$ cat src/rtl/core/binary_min_heap_queue_macros.svh
// Assertion macros for the binary min-heap queue.
// Used by the top level; no other dependencies.
`ifndef BINARY_MIN_HEAP_QUEUE_MACROS_SVH
`define BINARY_MIN_HEAP_QUEUE_MACROS_SVH

`ifndef SYNTH

// Checks that cond implies prop in the same cycle.
`define BMHQ_ASSERT_SAME(label, clk, rst_n, cond, prop) \
    label: assert property (@(posedge clk) disable iff (!rst_n) (cond) |-> (prop)) \
        else $error("bmhq same-cycle check failed");

// Checks that cond implies prop in the next cycle.
`define BMHQ_ASSERT_NEXT(label, clk, rst_n, cond, prop) \
    label: assert property (@(posedge clk) disable iff (!rst_n) (cond) |=> (prop)) \
        else $error("bmhq next-cycle check failed");

`else

`define BMHQ_ASSERT_SAME(label, clk, rst_n, cond, prop)
`define BMHQ_ASSERT_NEXT(label, clk, rst_n, cond, prop)

`endif

`endif

$ cat src/rtl/core/bmhq_pkg.sv
// Shared types and constants for the binary min-heap queue.
// No dependencies; the controller, datapath and top level import this package.
package bmhq_pkg;

    localparam int CAPACITY = 64;
    localparam int ADDR_W   = $clog2(CAPACITY);
    localparam int CNT_W    = $clog2(CAPACITY + 1);
    localparam int POS_W    = CNT_W + 1;

    localparam logic OP_PUSH = 1'b0;
    localparam logic OP_POP  = 1'b1;

    localparam logic [1:0] ST_PUSHED = 2'd0;
    localparam logic [1:0] ST_POPPED = 2'd1;
    localparam logic [1:0] ST_EMPTY  = 2'd2;
    localparam logic [1:0] ST_FULL   = 2'd3;

    // Input transaction.
    typedef struct packed {
        logic               op;
        logic [15:0]        item_data;
        logic signed [31:0] item_key;
    } t_in;

    // Result transaction.
    typedef struct packed {
        logic [15:0]      result_data;
        logic [1:0]       status;
        logic [CNT_W-1:0] entry_total;
    } t_out;

    // One heap entry as stored in memory.
    typedef struct packed {
        logic signed [31:0] key;
        logic [15:0]        data;
    } t_entry;

    typedef enum logic [2:0] {
        S_IDLE,
        S_DISPATCH,
        S_UP_ISSUE,
        S_UP_RESOLVE,
        S_POP_LOAD,
        S_DOWN_ISSUE,
        S_DOWN_RESOLVE,
        S_FINISH
    } t_state;

    // Commands from the controller to the datapath.
    typedef struct packed {
        logic load_in;
        logic dispatch;
        logic up_issue;
        logic up_resolve;
        logic pop_load;
        logic down_issue;
        logic down_resolve;
        logic out_load;
    } t_cmd;

    // Status from the datapath to the controller.
    typedef struct packed {
        logic op_pop;
        logic empty;
        logic full;
        logic at_root;
        logic up_swap;
        logic is_leaf;
        logic down_swap;
        logic out_free;
    } t_stat;

endpackage

$ cat src/rtl/core/bmhq_ctrl.sv
// Controller state machine for the binary min-heap queue.
// Depends on bmhq_pkg for the state, command and status types.
module bmhq_ctrl
    import bmhq_pkg::*;
(
    input  logic   i_clk,
    input  logic   i_rst_n,
    input  logic   i_in_valid,
    output logic   o_in_ready,
    input  t_stat  i_stat,
    output t_cmd   o_cmd
);

    t_state r_state;
    t_state n_state;

    // State register.
    always_ff @(posedge i_clk) begin
        if (!i_rst_n) begin
            r_state <= S_IDLE;
        end else begin
            r_state <= n_state;
        end
    end

    // Next-state logic.
    always_comb begin
        n_state = r_state;
        case (r_state)
            S_IDLE: begin
                if (i_in_valid) n_state = S_DISPATCH;
            end
            S_DISPATCH: begin
                if (i_stat.op_pop) begin
                    n_state = i_stat.empty ? S_FINISH : S_POP_LOAD;
                end else begin
                    n_state = i_stat.full ? S_FINISH : S_UP_ISSUE;
                end
            end
            S_UP_ISSUE: begin
                n_state = i_stat.at_root ? S_FINISH : S_UP_RESOLVE;
            end
            S_UP_RESOLVE: begin
                n_state = i_stat.up_swap ? S_UP_ISSUE : S_FINISH;
            end
            S_POP_LOAD: begin
                n_state = S_DOWN_ISSUE;
            end
            S_DOWN_ISSUE: begin
                n_state = i_stat.is_leaf ? S_FINISH : S_DOWN_RESOLVE;
            end
            S_DOWN_RESOLVE: begin
                n_state = i_stat.down_swap ? S_DOWN_ISSUE : S_FINISH;
            end
            S_FINISH: begin
                if (i_stat.out_free) n_state = S_IDLE;
            end
            default: begin
                n_state = S_IDLE;
            end
        endcase
    end

    // Output decode: at most one command per state.
    always_comb begin
        o_cmd      = '0;
        o_in_ready = 1'b0;
        case (r_state)
            S_IDLE: begin
                o_in_ready    = 1'b1;
                o_cmd.load_in = i_in_valid;
            end
            S_DISPATCH: begin
                o_cmd.dispatch = 1'b1;
            end
            S_UP_ISSUE: begin
                o_cmd.up_issue = 1'b1;
            end
            S_UP_RESOLVE: begin
                o_cmd.up_resolve = 1'b1;
            end
            S_POP_LOAD: begin
                o_cmd.pop_load = 1'b1;
            end
            S_DOWN_ISSUE: begin
                o_cmd.down_issue = 1'b1;
            end
            S_DOWN_RESOLVE: begin
                o_cmd.down_resolve = 1'b1;
            end
            S_FINISH: begin
                o_cmd.out_load = i_stat.out_free;
            end
            default: begin
                o_cmd = '0;
            end
        endcase
    end

endmodule

$ cat config.mk
export PLATFORM = sky130hd
export DESIGN_NAME = bmhq_ctrl
export DESIGN_NICKNAME = d
export VERILOG_FILES = /design/src/rtl/core/binary_min_heap_queue_macros.svh /design/src/rtl/core/bmhq_pkg.sv /design/src/rtl/core/bmhq_ctrl.sv
export SDC_FILE = /design/constraint.sdc
export NUM_CORES = 1
export LEC_CHECK = 0
export ABC_CLOCK_PERIOD_IN_PS = 1340
export BUFFER_PORTS_ARGS = -buffer_cell sky130_fd_sc_hd__buf_2
export CAP_MARGIN = 20
export CORE_AREA = 5 5 42 44
export CTS_CLUSTER_DIAMETER = 80
export DETAILED_ROUTE_END_ITERATION = 6
export DIE_AREA = 0 0 47 49
export GPL_TIMING_DRIVEN = 0
export SLEW_MARGIN = 0
export SYNTH_ARGS = -nofsm -noshare
export SYNTH_HDL_FRONTEND = slang
export SYNTH_SLANG_ARGS = --single-unit
$ cat constraint.sdc
create_clock -name i_clk -period 1.34 [get_ports i_clk]
set_input_delay 0.134 -clock i_clk [delete_from_list [all_inputs] [get_ports i_clk]]
set_output_delay 0.134 -clock i_clk [all_outputs]
set_load 0.005 [all_outputs]
==> summary.md, run 1 <==
| Metric | Value |
|---|---|
| Asr flop ratio synth | `0` |
| Leak pwr | `0.000216 uW` |
| Final weighted congestion in routability-driven placement | `0.695` |
| Most flops, register | `r_state` |
| RR Startpoint | `r_state[0]` |
| Final-report max-slew violation count | `0` |
| Fin nets | `69` |
| Via count | `338` |
| Worst-path clk slew | `0.04 ns` |
| DIE WIDTH | `47 microns` |
| Synth area leaders | `dfxtp_1, and3b_1, o41ai_1` |
| Switching power | `158 uW` |
| Share of layout cells above drive strength 1 | `0.526` |
| Arr. time, crit path | `1.15 ns` |
| Final Hold Viols | `0` |
| CP Class | `flip-flop to output port` |
| Sw Share | `0.331` |
| Crit path launch type | `flip-flop` |
| H-tree levels | `1` |
| Reg-to-Reg End | `r_state[2]` |
| Metal-1 WL | `354 microns` |
| Antenna Cells | `0` |
| Reg2Reg Depth | `3` |
| TritonCTS clock tree | `built` |
| Slew headroom | `0.809` |
| Top Layer Used | `met3` |
| Initial drt markers | `6` |
| Setup Viol. Count Final | `0` |
| Die Y | `49 microns` |
| DRT Pass-1 Iters | `4` |
| Post-synthesis sequential area ratio | `0.231` |
| Area of the die | `2300 sq um` |
| Distinct cells, synth | `19` |
| Synth Instances | `34` |
| Highest achievable clock rate | `777 MHz` |
| EDFF count, synth | `0` |
| Vias per inst | `4.63` |
| Warnings, synthesis | `0` |
| Total power | `477 uW` |
| Post-route ant nets | `0` |
| PwrDens | `1130 nW/um^2` |
| Mapped Area | `260 sq um` |
| VDD IR max | `0.000530 V` |
| Final core occ | `0.301` |
| Met3 wire len | `80 microns` |
| Core area | `1400 sq um` |
| Tcrit/Tclk final | `0.960` |
| Required time worst endpoint | `1.21 ns` |
| Starting Density | `0.186` |
| Mean Syn Cell Area | `7.65 sq um` |
| Area growth syn-to-layout | `62.0%` |
| Final Critical Period | `1.29 ns` |
| Count leader, synth | `nand2_1` |
| Clock Skews | `0.00144 ns` |
| Total congestion overflow | `0` |
| Top flop regs | `r_state (3)` |
| Synth area leader | `dfxtp_1` |
| Largest fanout on the critical path | `10` |
| Internal power | `319 uW` |
| Num Clock Sinks | `3` |
| Actual slew at the worst max-slew pin | `0.284 ns` |
| Combinational Power Share | `0.411` |
| Predominant post-synthesis flop cell | `dfxtp_1` |
| Synth cell count leaders | `nand2_1, and3b_1, clkbuf_1, dfxtp_1, nor3_1` |
| Dpl ws | `0.0746 ns` |
| First-pass GRT wire length | `1330 microns` |
| Worst skew pair latency | `0.23 ns` |
| Yosys reg bits | `3` |
| Setup crit start | `r_state[1]` |
| # IOs | `20` |
| Initial antenna violation count | `0` |
| Metal2 WL | `370 microns` |
| Vias in the first global route | `319` |
| Cts hold-fix bufs | `0` |
| Max FFs per register | `3` |
| Max_cap viols | `0` |
| Largest net degree at the start of global routing | `11` |
| Unrepaired setup endpoints after global routing | `yes` |
| # Post-CTS Setup Buffers | `0` |
| Hpwl dp | `619 microns` |
| Root Buffer | `clkbuf_4` |
| Final WS setup | `0.0535 ns` |
| Row cnt | `14` |
| Routed WL | `805 microns` |
| CP endpoint | `o_cmd[7]` |
| Sequential Power Share | `0.266` |
| Deepest clock path buffer count | `2` |
| Clock network fraction of design power | `0.324` |
| I/O Buffers | `19` |
| Syn nets | `45` |
| Crit end category | `output port` |
| Outcome | `completed` |
| WL/cell | `11.0 microns` |
| Slack of the worst reg-to-reg path | `0.10 ns` |
| Post-synth top area share | `0.231` |
| TritonCTS buffer count | `3` |
| Residual DRC | `0` |
| Tot GR Track Use | `0.0782` |
| Worst hold path type | `input pin to flip-flop` |
[cell type report]
class	instances	area [sq um]
plain buffers	3	20.0
clock buffers	4	26.3
fillers	160	980
inverters	1	3.75
multi-input cells	27	195
flip-flops and latches	3	61.3
well taps	16	20.0
repair buffers	19	95.1
[cells in the final DEF, fill, tap and decap left out, types with 2 or more instances in the layout]
cell and n:
nor3_1 2, and3b_1 3, o41ai_1 2, nand2_1 4, and2_1 2, buf_2 20, clkbuf_4 4, nor2_1 2
dfxtp_1 2
[metrics by stage]
step	cell area, sq um	cells	hold WS, ns	TNS (ns)
final	422	73	0.168	0
after global routing	422	73	0.183	-0.0438
after CTS	414	73	0.159	0
after detailed placement	375	69	0.402	0
after global placement	375	69	0.405	0
after floorplan	260	34	0.260	0
[what timing repair did]
item,in CTS,in global routing
pin swaps,0,0
endpoints found under the hold margin,0,0
endpoints found under the setup margin,8,6
resized for setup,6,5
[cell families (layout without fill, tap and decap cells)]
logic type             count (synthesis)  count (layout)  share of synthesized area
multiplexers                           2               2                     0.0817
flip-flops                             3               3                      0.231
buffers and inverters                  4              27                     0.0577
AND/OR/NAND/NOR                       19              19                      0.452
AO/OA/AOI/OAI                          6               6                      0.178
[power by group through the flow]
| stage | Combinational (uW) | Sequential, uW | Clock, uW |
|---|---|---|---|
| after floorplan | 113 | 121 | 0 |
| after global placement | 181 | 125 | 0 |
| after detailed placement | 180 | 126 | 0 |
| after CTS | 192 | 127 | 162 |
| after global routing | 223 | 131 | 167 |
| final | 196 | 127 | 154 |
[critical path, stage by stage, from the launching register on]
cell	delay (ns)
dfxtp_1	0.32
buf_2	0.18
nor3_2	0.19
and2_1	0.13
buf_2	0.10
[worst min path at each step]
stage | end | start | depth (start not counted)
after floorplan | r_state[0] | i_rst_n | 2
after global placement | r_state[1] | i_rst_n | 3
after detailed placement | r_state[0] | i_rst_n | 3
after CTS | r_state[1] | i_rst_n | 3
after global routing | r_state[2] | i_rst_n | 2
final | r_state[1] | i_rst_n | 3
[routing by layer]
metal | track usage | vias up
met1 | 0.108 | 150
met5 | 0 | -
li1 | - | 174
met3 | 0.0258 | 0
met4 | 0.0553 | 0
met2 | 0.0973 | 14
Note: power is estimated with default switching activity, not from simulation.
==> run 2: changes to the inputs <==
- PLACE_DENSITY: not set -> 0.51
==> run 2 against run 1 <==
Against the previous run:
- total power up 6.0%
- flip-flop and latch count unchanged
- sequential share of layout area down 0.30 points
- largest cell class unchanged
- utilization up 1.2 points
- cell count unchanged
- clock power about the same
- die area unchanged
- hold slack worse by 0.0081 ns
- count of clock-buffer cells in the layout unchanged
- register-to-register slack about the same
- sequential power up 5%
- combinational power up 10%
==> summary.md, run 2 (synthesized netlist as in run 1, its figures left out) <==
| Metric | Value |
|---|---|
| Outcome | `completed` |
| Fin nets | `69` |
| Hpwl dp | `638 microns` |
| Routed WL | `851 microns` |
| Final weighted congestion in routability-driven placement | `0.689` |
| Combinational Power Share | `0.426` |
| First-pass GRT wire length | `1300 microns` |
| Hold path depth | `3` |
| Commonest non-fill, non-tap cell in the layout | `buf_2` |
| Largest net degree at the start of global routing | `11` |
| DIE WIDTH | `47 microns` |
| Critical path's top delay family | `flip-flops` |
| Switching power | `172 uW` |
| Leak pwr | `0.000220 uW` |
| Internal power | `334 uW` |
| Via count | `323` |
| Cts hold-fix bufs | `0` |
| Deepest clock path buffer count | `2` |
| Row cnt | `14` |
| Hold worst-path end | `r_state[0]` |
| Area growth syn-to-layout | `68.7%` |
| Total congestion overflow | `0` |
| Root Buffer | `clkbuf_4` |
| Area of the die | `2300 sq um` |
| Slew headroom | `0.817` |
| Most frequent cells in the layout | `buf_2, clkbuf_4, nand2_1` |
| Worst stage delay on the critical path | `0.34 ns` |
| # Post-CTS Setup Buffers | `0` |
| Core area | `1400 sq um` |
| Reg-to-Reg End | `r_state[2]` |
| TritonCTS buffer count | `3` |
| Most flops, register | `r_state` |
| # IOs | `20` |
| Residual DRC | `0` |
| HP Start | `i_rst_n` |
| Actual slew at the worst max-slew pin | `0.270 ns` |
| I/O Buffers | `19` |
| Slack of the worst reg-to-reg path | `0.09 ns` |
| FILL cells | `160` |
| Final Hold Viols | `0` |
| Setup Viol. Count Final | `0` |
| Largest fanout on the critical path | `10` |
| Post-route ant nets | `0` |
| Worst path depth | `4` |
| Max_cap viols | `0` |
| VDD IR max | `0.000392 V` |
| Area post-placement | `375 sq um` |
| Dpl ws | `0.0632 ns` |
| Num Clock Sinks | `3` |
| Die Y | `49 microns` |
| PwrDens | `1150 nW/um^2` |
| Share of layout cells above drive strength 1 | `0.544` |
| Worst path cell trace | `buf_6, nor3_4, and2_1, buf_2` |
| Post_cts resized | `6` |
| Antenna Cells | `0` |
| Clock network fraction of design power | `0.310` |
| Crit path launch type | `flip-flop` |
| Slowest CP cell | `dfxtp_1` |
| Required time worst endpoint | `1.21 ns` |
| Arr. time, crit path | `1.13 ns` |
| Final instance area | `439 sq um` |
| Tcrit/Tclk final | `0.943` |
| Vias in the first global route | `321` |
| Sequential Power Share | `0.264` |
| CP Class | `flip-flop to output port` |
| Tot GR Track Use | `0.0789` |
| Reg2Reg Depth | `3` |
| Sw Share | `0.340` |
| TritonCTS clock tree | `built` |
| RR Startpoint | `r_state[1]` |
| Highest achievable clock rate | `791 MHz` |
| Worst skew pair latency | `0.23 ns` |
| Worst-path clk slew | `0.04 ns` |
| Crit end category | `output port` |
| Max FFs per register | `3` |
| Final Critical Period | `1.26 ns` |
| Final WS setup | `0.0765 ns` |
| Initial drt markers | `2` |
| Vias per inst | `4.42` |
| H-tree levels | `1` |
| Initial antenna violation count | `0` |
| DRT Pass-1 Iters | `2` |
| WL/cell | `11.7 microns` |
| Worst hold path type | `input pin to flip-flop` |
| Clock Skews | `0.0000352 ns` |
| Starting Density | `0.186` |
| Crit path buffers/inverters | `2` |
| Top flop regs | `r_state (3)` |
| Final-report max-slew violation count | `0` |
run 2: cell types whose count changed in the layout (fill, tap and decap cells not counted):
cell / previous run / this run
nor3_4: 0 / 1
dfxtp_2: 1 / 2
dfxtp_1: 2 / 1
buf_2: 20 / 19
buf_6: 0 / 2
buf_4: 1 / 0
nor3_2: 1 / 0
run 2: through the flow:
step | std cells | util | hold WS (ns) | total power (uW) | TNS, ns
after floorplan | 34 | - | 0.260 | 234 | 0
after CTS | 73 | 0.296 | 0.156 | 488 | 0
after global placement | 69 | 0.268 | 0.401 | 308 | 0
after detailed placement | 69 | 0.268 | 0.402 | 309 | 0
after global routing | 73 | 0.313 | 0.155 | 555 | -0.00602
final | 73 | 0.313 | 0.160 | 506 | 0
run 2: layout make-up:
cell class | instances | area (sq um) | area share
multi-input combinational | 27 | 201 | 0.459
buffer | 3 | 30.0 | 0.0684
timing repair buffer | 19 | 95.1 | 0.217
tap | 16 | 20.0 | 0.0456
inverter | 1 | 3.75 | 0.00855
clock buffer | 4 | 26.3 | 0.0598
sequential | 3 | 62.6 | 0.142
run 2: power groups by stage:
stage | sequential, uW | clock (uW) | combinational, uW
3_5_place_dp | 126 | 0 | 183
5_1_grt | 136 | 180 | 239
2_1_floorplan | 121 | 0 | 113
4_1_cts | 127 | 166 | 195
3_3_place_gp | 126 | 0 | 182
6_report | 133 | 157 | 216
run 2: worst register-to-register path, stage by stage (launching register included):
cell and delay, ns:
dfxtp_1 0.39, nor2_1 0.12, or4_1 0.54, a21boi_1 0.13
run 2: metal layers:
layer / track usage / wire (microns) / vias to the layer above
li1: - / - / 172
met1: 0.121 / 452 / 133
met2: 0.0769 / 330 / 18
met3: 0.0295 / 68 / 0
met4: 0.0691 / 0 / 0
met5: 0 / 0 / -
run 2: how the worst max path moves through the flow:
stage / startpoint / end / slack (ns)
2_1_floorplan: r_state[2] / r_state[2] / 0.15
3_3_place_gp: r_state[2] / r_state[2] / 0.06
3_5_place_dp: r_state[2] / r_state[2] / 0.06
4_1_cts: r_state[1] / o_cmd[7] / 0.007
5_1_grt: r_state[1] / o_cmd[7] / -0.006
6_report: r_state[1] / o_cmd[7] / 0.08
